$ cat config.mk
export PLATFORM = sky130hd
export DESIGN_NAME = nbg_ctrl
export DESIGN_NICKNAME = d
export VERILOG_FILES = /design/src/rtl/nbg_pkg.sv /design/src/rtl/nbg_ctrl.sv
export SDC_FILE = /design/constraint.sdc
export NUM_CORES = 1
export LEC_CHECK = 0
export BUFFER_PORTS_ARGS = -buffer_cell sky130_fd_sc_hd__buf_2
export CORE_MARGIN = 2
export CORE_UTILIZATION = 39
export DETAILED_ROUTE_END_ITERATION = 7
export MAX_ROUTING_LAYER = met4
export PLACE_DENSITY = 0.58
export SLEW_MARGIN = 20
export SYNTH_ARGS = -nofsm -noshare
export SYNTH_HDL_FRONTEND = slang
export SYNTH_SLANG_ARGS = --single-unit
$ cat constraint.sdc
create_clock -name clk -period 2 [get_ports clk]
set_input_delay 0.4 -clock clk [delete_from_list [all_inputs] [get_ports clk]]
set_output_delay 0.4 -clock clk [all_outputs]
set_load 0.01 [all_outputs]
$ cat src/rtl/nbg_pkg.sv
// ---------------------------------------------------------------------------
// nbg_pkg: shared types and constants of the n-body gravity engine
// Payload structs, controller states, command and status groups, and the
// saturation helper used by the update datapath.
// ---------------------------------------------------------------------------
package nbg_pkg;

  // fixed geometry of the body store and the fields
  localparam int IDX_W          = 6;
  localparam int SLOTS          = 64;
  localparam int CNT_W          = 7;
  localparam int WORD_W         = 32;
  localparam int DIVA_W         = 64;
  localparam int R_W            = 33;
  localparam int Q_W            = 41;
  localparam int ACC_W          = 48;
  localparam int HALF_W         = 21;
  localparam int DEF_MAX_BODIES = 64;
  localparam int DEF_FRAC_BITS  = 16;

  // quotient and force-term ceiling, 2^40
  localparam logic [Q_W-1:0] Q_CAP = 41'h100_0000_0000;

  // register reset values
  localparam logic [31:0] RST_GRAV  = 32'd65536;
  localparam logic [6:0]  RST_COUNT = 7'd64;
  localparam logic [15:0] RST_STEP  = 16'd3277;
  localparam logic [15:0] RST_MIND  = 16'd1;

  typedef enum logic [1:0] {
    CFG_GRAV  = 2'd0,
    CFG_COUNT = 2'd1,
    CFG_STEP  = 2'd2,
    CFG_MIND  = 2'd3
  } cfg_idx_t;

  typedef enum logic {
    OP_LOAD = 1'b0,
    OP_STEP = 1'b1
  } op_t;

  typedef struct packed {
    op_t                op;
    logic [IDX_W-1:0]   body_index;
    logic [31:0]        mass;
    logic signed [31:0] pos_x;
    logic signed [31:0] pos_y;
    logic signed [31:0] vel_x;
    logic signed [31:0] vel_y;
  } in_item_t;

  typedef struct packed {
    logic [IDX_W-1:0]   out_index;
    logic signed [31:0] new_pos_x;
    logic signed [31:0] new_pos_y;
    logic signed [31:0] new_vel_x;
    logic signed [31:0] new_vel_y;
    logic               last;
  } out_item_t;

  typedef enum logic [1:0] {
    DIV_K  = 2'd0,
    DIV_G1 = 2'd1,
    DIV_UX = 2'd2,
    DIV_UY = 2'd3
  } div_sel_t;

  typedef enum logic [5:0] {
    ST_IDLE, ST_A_RDI, ST_A_CAPI, ST_A_JCHK, ST_A_PREP, ST_A_SQX, ST_A_SQY,
    ST_A_SQRT, ST_A_SQRTW, ST_A_RFIX, ST_A_D1, ST_A_D1W, ST_A_D2, ST_A_D2W,
    ST_A_DX, ST_A_DXW, ST_A_MX, ST_A_MXW, ST_A_ADDX, ST_A_DY, ST_A_DYW,
    ST_A_MY, ST_A_MYW, ST_A_ADDY, ST_A_WR, ST_U_RD, ST_U_WR, ST_C_RDI,
    ST_C_CAPI, ST_C_RDJ, ST_C_CMP, ST_C_RVI, ST_C_CAPVI, ST_C_SWI, ST_C_SWJ,
    ST_E_RD, ST_E_LD, ST_E_W
  } state_t;

  typedef struct packed {
    logic             rd_en;
    logic [IDX_W-1:0] addr;
    logic             load_wr;
    logic             cap_pi;
    logic             acc_clr;
    logic             pair_prep;
    logic             sq_x;
    logic             sq_y;
    logic             sqrt_start;
    logic             r_fix;
    logic             div_start;
    div_sel_t         div_sel;
    logic             mul_start;
    logic             add_x;
    logic             add_y;
    logic             acc_wr;
    logic             upd_wr;
    logic             cap_vi;
    logic             swap_i;
    logic             swap_j;
    logic             out_load;
    logic             out_last;
  } cmd_t;

  typedef struct packed {
    logic             div_done;
    logic             sqrt_done;
    logic             mul_done;
    logic             pos_eq;
    logic             out_fire;
    logic [CNT_W-1:0] body_count;
  } sts_t;

  // clamp a wide signed value to 32 bits signed
  function automatic logic signed [31:0] sat32(input logic signed [49:0] v);
    logic signed [49:0] hi;
    logic signed [49:0] lo;
    hi = 50'sh7FFF_FFFF;
    lo = -50'sh8000_0000;
    if (v > hi) return 32'sh7FFF_FFFF;
    else if (v < lo) return 32'sh8000_0000;
    else return v[31:0];
  endfunction

endpackage

$ cat src/rtl/nbg_ctrl.sv
// ---------------------------------------------------------------------------
// nbg_ctrl: sequencer of the n-body engine
// Walks loads, the force pass over all ordered pairs, the update pass, the
// coincidence pass and the report, issuing datapath commands.
// ---------------------------------------------------------------------------
module nbg_ctrl #(
  parameter int MAX_BODIES = nbg_pkg::DEF_MAX_BODIES
) (
  input  logic                       clk,
  input  logic                       rst,
  input  logic                       in_valid,
  input  nbg_pkg::op_t               in_op,
  input  logic [nbg_pkg::IDX_W-1:0]  in_index,
  output logic                       in_stall,
  input  nbg_pkg::sts_t              sts,
  output nbg_pkg::cmd_t              cmd
);
  import nbg_pkg::*;

  state_t           state, state_next;
  logic [CNT_W-1:0] i, j, n, n_in;
  logic             step_go, i_end, j_end, i2_end;

  // bodies in use, clamped to the build size
  assign n_in    = (sts.body_count > CNT_W'(MAX_BODIES)) ? CNT_W'(MAX_BODIES)
                                                          : sts.body_count;
  assign step_go = (state == ST_IDLE) && in_valid && (in_op == OP_STEP);
  assign i_end   = (i + 1'b1) == n;
  assign j_end   = (j + 1'b1) == n;
  assign i2_end  = (i + CNT_W'(2)) == n;

  always_ff @(posedge clk) begin
    if (rst) state <= ST_IDLE;
    else state <= state_next;
  end

  // next state
  always_comb begin
    state_next = state;
    unique case (state)
      ST_IDLE:    if (step_go && n_in != '0) state_next = ST_A_RDI;
      ST_A_RDI:   state_next = ST_A_CAPI;
      ST_A_CAPI:  state_next = ST_A_JCHK;
      ST_A_JCHK: begin
        if (j == n) state_next = ST_A_WR;
        else if (j != i) state_next = ST_A_PREP;
      end
      ST_A_PREP:  state_next = ST_A_SQX;
      ST_A_SQX:   state_next = ST_A_SQY;
      ST_A_SQY:   state_next = ST_A_SQRT;
      ST_A_SQRT:  state_next = ST_A_SQRTW;
      ST_A_SQRTW: if (sts.sqrt_done) state_next = ST_A_RFIX;
      ST_A_RFIX:  state_next = ST_A_D1;
      ST_A_D1:    state_next = ST_A_D1W;
      ST_A_D1W:   if (sts.div_done) state_next = ST_A_D2;
      ST_A_D2:    state_next = ST_A_D2W;
      ST_A_D2W:   if (sts.div_done) state_next = ST_A_DX;
      ST_A_DX:    state_next = ST_A_DXW;
      ST_A_DXW:   if (sts.div_done) state_next = ST_A_MX;
      ST_A_MX:    state_next = ST_A_MXW;
      ST_A_MXW:   if (sts.mul_done) state_next = ST_A_ADDX;
      ST_A_ADDX:  state_next = ST_A_DY;
      ST_A_DY:    state_next = ST_A_DYW;
      ST_A_DYW:   if (sts.div_done) state_next = ST_A_MY;
      ST_A_MY:    state_next = ST_A_MYW;
      ST_A_MYW:   if (sts.mul_done) state_next = ST_A_ADDY;
      ST_A_ADDY:  state_next = ST_A_JCHK;
      ST_A_WR:    state_next = i_end ? ST_U_RD : ST_A_RDI;
      ST_U_RD:    state_next = ST_U_WR;
      ST_U_WR: begin
        if (!i_end) state_next = ST_U_RD;
        else if (n < CNT_W'(2)) state_next = ST_E_RD;
        else state_next = ST_C_RDI;
      end
      ST_C_RDI:   state_next = ST_C_CAPI;
      ST_C_CAPI:  state_next = ST_C_RDJ;
      ST_C_RDJ:   state_next = ST_C_CMP;
      ST_C_CMP: begin
        if (sts.pos_eq) state_next = ST_C_RVI;
        else if (!j_end) state_next = ST_C_RDJ;
        else state_next = i2_end ? ST_E_RD : ST_C_RDI;
      end
      ST_C_RVI:   state_next = ST_C_CAPVI;
      ST_C_CAPVI: state_next = ST_C_SWI;
      ST_C_SWI:   state_next = ST_C_SWJ;
      ST_C_SWJ: begin
        if (!j_end) state_next = ST_C_RDJ;
        else state_next = i2_end ? ST_E_RD : ST_C_RDI;
      end
      ST_E_RD:    state_next = ST_E_LD;
      ST_E_LD:    state_next = ST_E_W;
      ST_E_W:     if (sts.out_fire) state_next = i_end ? ST_IDLE : ST_E_RD;
      default:    state_next = ST_IDLE;
    endcase
  end

  // loop counters
  always_ff @(posedge clk) begin
    if (rst) begin
      i <= '0;
      j <= '0;
      n <= '0;
    end else begin
      unique case (state)
        ST_IDLE: if (step_go) begin
          n <= n_in;
          i <= '0;
          j <= '0;
        end
        ST_A_CAPI: j <= '0;
        ST_A_JCHK: if (j != n && j == i) j <= j + 1'b1;
        ST_A_ADDY: j <= j + 1'b1;
        ST_A_WR, ST_U_WR: i <= i_end ? '0 : i + 1'b1;
        ST_C_CAPI: j <= i + 1'b1;
        ST_C_CMP, ST_C_SWJ: begin
          if ((state == ST_C_SWJ) || !sts.pos_eq) begin
            if (!j_end) j <= j + 1'b1;
            else i <= i2_end ? '0 : i + 1'b1;
          end
        end
        ST_E_W: if (sts.out_fire && !i_end) i <= i + 1'b1;
        default: ;
      endcase
    end
  end

  // datapath commands
  always_comb begin
    cmd      = '0;
    cmd.addr = i[IDX_W-1:0];
    in_stall = (state != ST_IDLE);
    unique case (state)
      ST_IDLE: cmd.load_wr = in_valid && (in_op == OP_LOAD) &&
                             (CNT_W'(in_index) < CNT_W'(MAX_BODIES));
      ST_A_RDI: cmd.rd_en = 1'b1;
      ST_A_CAPI: begin
        cmd.cap_pi  = 1'b1;
        cmd.acc_clr = 1'b1;
      end
      ST_A_JCHK: begin
        cmd.addr  = j[IDX_W-1:0];
        cmd.rd_en = (j != n) && (j != i);
      end
      ST_A_PREP: cmd.pair_prep  = 1'b1;
      ST_A_SQX:  cmd.sq_x       = 1'b1;
      ST_A_SQY:  cmd.sq_y       = 1'b1;
      ST_A_SQRT: cmd.sqrt_start = 1'b1;
      ST_A_RFIX: cmd.r_fix      = 1'b1;
      ST_A_D1: begin
        cmd.div_start = 1'b1;
        cmd.div_sel   = DIV_K;
      end
      ST_A_D2: begin
        cmd.div_start = 1'b1;
        cmd.div_sel   = DIV_G1;
      end
      ST_A_DX: begin
        cmd.div_start = 1'b1;
        cmd.div_sel   = DIV_UX;
      end
      ST_A_DY: begin
        cmd.div_start = 1'b1;
        cmd.div_sel   = DIV_UY;
      end
      ST_A_MX, ST_A_MY: cmd.mul_start = 1'b1;
      ST_A_ADDX: cmd.add_x  = 1'b1;
      ST_A_ADDY: cmd.add_y  = 1'b1;
      ST_A_WR:   cmd.acc_wr = 1'b1;
      ST_U_RD, ST_C_RDI, ST_C_RVI, ST_E_RD: cmd.rd_en = 1'b1;
      ST_U_WR:   cmd.upd_wr = 1'b1;
      ST_C_CAPI: cmd.cap_pi = 1'b1;
      ST_C_RDJ: begin
        cmd.addr  = j[IDX_W-1:0];
        cmd.rd_en = 1'b1;
      end
      ST_C_CAPVI: begin
        cmd.cap_vi = 1'b1;
        cmd.addr   = j[IDX_W-1:0];
        cmd.rd_en  = 1'b1;
      end
      ST_C_SWI: cmd.swap_i = 1'b1;
      ST_C_SWJ: begin
        cmd.addr   = j[IDX_W-1:0];
        cmd.swap_j = 1'b1;
      end
      ST_E_LD: begin
        cmd.out_load = 1'b1;
        cmd.out_last = i_end;
      end
      default: ;
    endcase
  end

endmodule

==> flow_summary.yaml <==
floorplan:
  pin_count: 51
  die_area_sq_um: 8500
  die_x_um: 92.2
  row_count: 32
  core-area_sq_um: 7650
  initial_core_util: 0.397
  die_h_um: 92.2
global_routing:
  grt.total_usage: 0.301
  grt_pass1_vias: 3817
  grt_max_degree: 18
  grt-ovfl-total: 0
  grt_pass1_wl_um: 19600
  antenna_found_initial: 0
routing:
  ant_nets: 0
  drtPass1Iterations: 5
  drc: 0
  dr.first_iter.drc_count: 265
  wl_per_cell_um: 19.1
  vias: 4137
  via_per_inst: 5.89
  wl_um: 13400
outcome:
  violations: "setup timing"
  outcome: "complete, but fails checks"
critical_path:
  cp_slowest_stage_delay_ns: 0.38
  path_max_fanout: 4
  slowest_stage: "dfxtp_4"
  path_cells: "ha_4, nor4bb_4, a2111oi_4, a21oi_2, nand4bb_4, nor4_2, buf_2"
  crit_type: "reg2out"
  cp-start-kind: "flop"
  endpoint_kind: "output pin"
  required_ns: 1.60
  cp.arrival_ns: 2.01
timing:
  slew_viol_final: 0
  hold_viol: 0
  finalClockSkew_ns: 0.00417
  setup_tns_ns: -7.66
  slew_headroom: 0.651
  timing.fmax_mhz: 415
  setup_viol: 34
  period_minus_slack_ns: 2.41
  worst_slew_pin_slew_ns: 0.523
  fin_hold_ws_ns: 0.379
  layout_setup_ws_ns: -0.408
  fin_crit_sh: 1.20
  rsz0062_at_grt: "yes"
synthesis:
  synth.avg_cell_area_sq_um: 7.36
  synthMuxAreaShare: 0.0260
  yosys_warnings: 0
  synth_top_family_by_area: "simple AND/OR/NAND/NOR gates"
  ys_ff_latch: 27
  synth_nets: 437
  synth_edf_count: 0
  ys_types: 78
  synthFlopType: "dfxtp_1"
  netlist_instances: 412
  synthSimpleGateAreaFrac: 0.347
  synth_fa_ha_area_frac: 0.0124
  synth-async-reset-ratio: 0
  syn_area_sq_um: 3030
  synth_xor_area_frac: 0.0948
  synth_compound_area_frac: 0.274
  yosysSeqAreaShare: 0.178
clock_tree:
  htreeDepth: 1
  cts_buffers: 3
  insertion_delay_ns: 0.29
  cts_buffer_depth: 2
  cts_tree: "built"
  cts_sinks: 27
  ctsHoldBuffers: 0
  cts-root-buf: "clkbuf_8"
  path_clk_slew_ns: 0.11
final_layout:
  n_fill_cell: 554
  nNetsFinal: 626
  diodes: 0
  area_delta_synth_final_pct: 81.1
  drive_above_1_share: 0.605
  stdcell_area_sq_um: 5490
pwr:
  seqPwrFrac: 0.143
  clkPwrFrac: 0.068
  power_density_nw_per_um2: 954
  p_sw_frac: 0.456
  p_int_mw: 2.85
  p_leak_nw: 2.32
  combPwrFrac: 0.790
  ir_drop_v: 0.000624
  p_switching_mw: 2.39
worst_hold_path:
  min_path_type: "in2reg"
place:
  port_buffers: 44
  gp_congestion: 0.950
  placed_area_sq_um: 4220
  dpl.hpwl_um: 8680
  place_ws_ns: -0.279
flow_run:
  drv_cap: 0
[layout make-up]
cell class,count,area (sq um),area share
multi-input combinational,345,2960,0.539
clock inverter,1,8.76,0.00159
inverter,9,33.8,0.00615
clock buffer,3,41.3,0.00752
timing repair buffer,215,1720,0.314
sequential,27,599,0.109
tap,102,128,0.0232
[per-layer routing]
metal,vias to the layer above,track usage,share of wire
li1,1906,-,-
met1,1968,0.359,0.40
met2,206,0.537,0.51
met3,57,0.0238,0.057
met4,0,0.0970,0.041
met5,-,-,0
[Yosys cell counts (all sizes together) (8+ instances only)]
master	instances	share of area
dfxtp	27	0.18
nand2b	12	0.025
nand2	39	0.048
nor2	42	0.054
buf	19	0.038
xnor2	18	0.052
nor4	11	0.027
nor3	13	0.025
a21oi	24	0.040
nor2b	8	0.019
o21ai	18	0.030
nand3	19	0.033
clkbuf	14	0.019
xor2	14	0.043
a21o	8	0.020
inv	9	0.011
[flip-flops by register name, indices dropped and copies added, names as in the netlist]
name / cells
n: 7
state: 6
j: 7
i: 7
[cells by family (layout without fill, tap and decap cells)]
family	after synthesis	in the layout
flops	27	27
fa+ha+maj	3	3
xor+xnor	32	32
compound gates	113	115
buf+inv	42	228
mux	7	7
simple gates	188	188
[layout by cell type (no fill, tap or decap), types with 6 or more instances in the layout]
| master | instances |
|---|---|
| a21o_1 | 8 |
| a21oi_1 | 19 |
| a31oi_1 | 6 |
| buf_2 | 38 |
| buf_4 | 131 |
| buf_6 | 40 |
| dfxtp_2 | 11 |
| dfxtp_4 | 12 |
| inv_1 | 6 |
| mux2_2 | 6 |
| nand2_1 | 36 |
| nand2b_1 | 8 |
| nand3_1 | 12 |
| nand3b_1 | 7 |
| nor2_1 | 32 |
| nor2_4 | 6 |
| o21a_1 | 6 |
| o21ai_0 | 9 |
| o21ai_2 | 6 |
| xnor2_1 | 11 |
| xnor2_2 | 6 |
| xor2_1 | 9 |
[metrics by stage]
stage               power (mW)  cells   util
floorplan                 2.26    412      -
global placement          3.49    648  0.552
detailed placement        3.52    648  0.552
CTS                       4.86    689  0.678
global route              5.49    702  0.718
finish                    5.24    702  0.718
[power by group through the flow]
stage | Combinational [mW] | Sequential, mW | Clock [mW]
3_5_place_dp | 2.78 | 0.735 | 0
5_1_grt | 4.35 | 0.752 | 0.389
4_1_cts | 3.76 | 0.736 | 0.362
2_1_floorplan | 1.60 | 0.662 | 0
6_report | 4.14 | 0.747 | 0.354
3_3_place_gp | 2.75 | 0.735 | 0
[worst max-delay path: cells and delay by family, from the launching register on]
kind | cells | cell delay [ns]
adders and majority gates | 1 | 0.17
and+or+nand+nor | 3 | 0.55
DFF | 1 | 0.38
AOI/OAI and AO/OA | 2 | 0.45
buffers and inverters | 1 | 0.16
[what timing repair did]
item	CTS	global route
setup endpoints to repair	42	38
buffers inserted	34	17
cloned	3	0
resized for setup	148	51
pin swaps	50	31
endpoints found under the hold margin	0	0
[worst paths after layout]
check               startpoint           endpoint  slack (ns)  depth (start not counted)
max reg2reg  i[1]$_SDFFE_PP0P_  i[1]$_SDFFE_PP0P_       -0.37                         10
max          i[1]$_SDFFE_PP0P_             cmd[0]       -0.41                          7
min reg2reg  n[4]$_SDFFE_PP0P_  n[4]$_SDFFE_PP0P_        0.54                          2
min                     sts[0]  n[0]$_SDFFE_PP0P_        0.38                          3
Power figures use the tool's default switching activity.
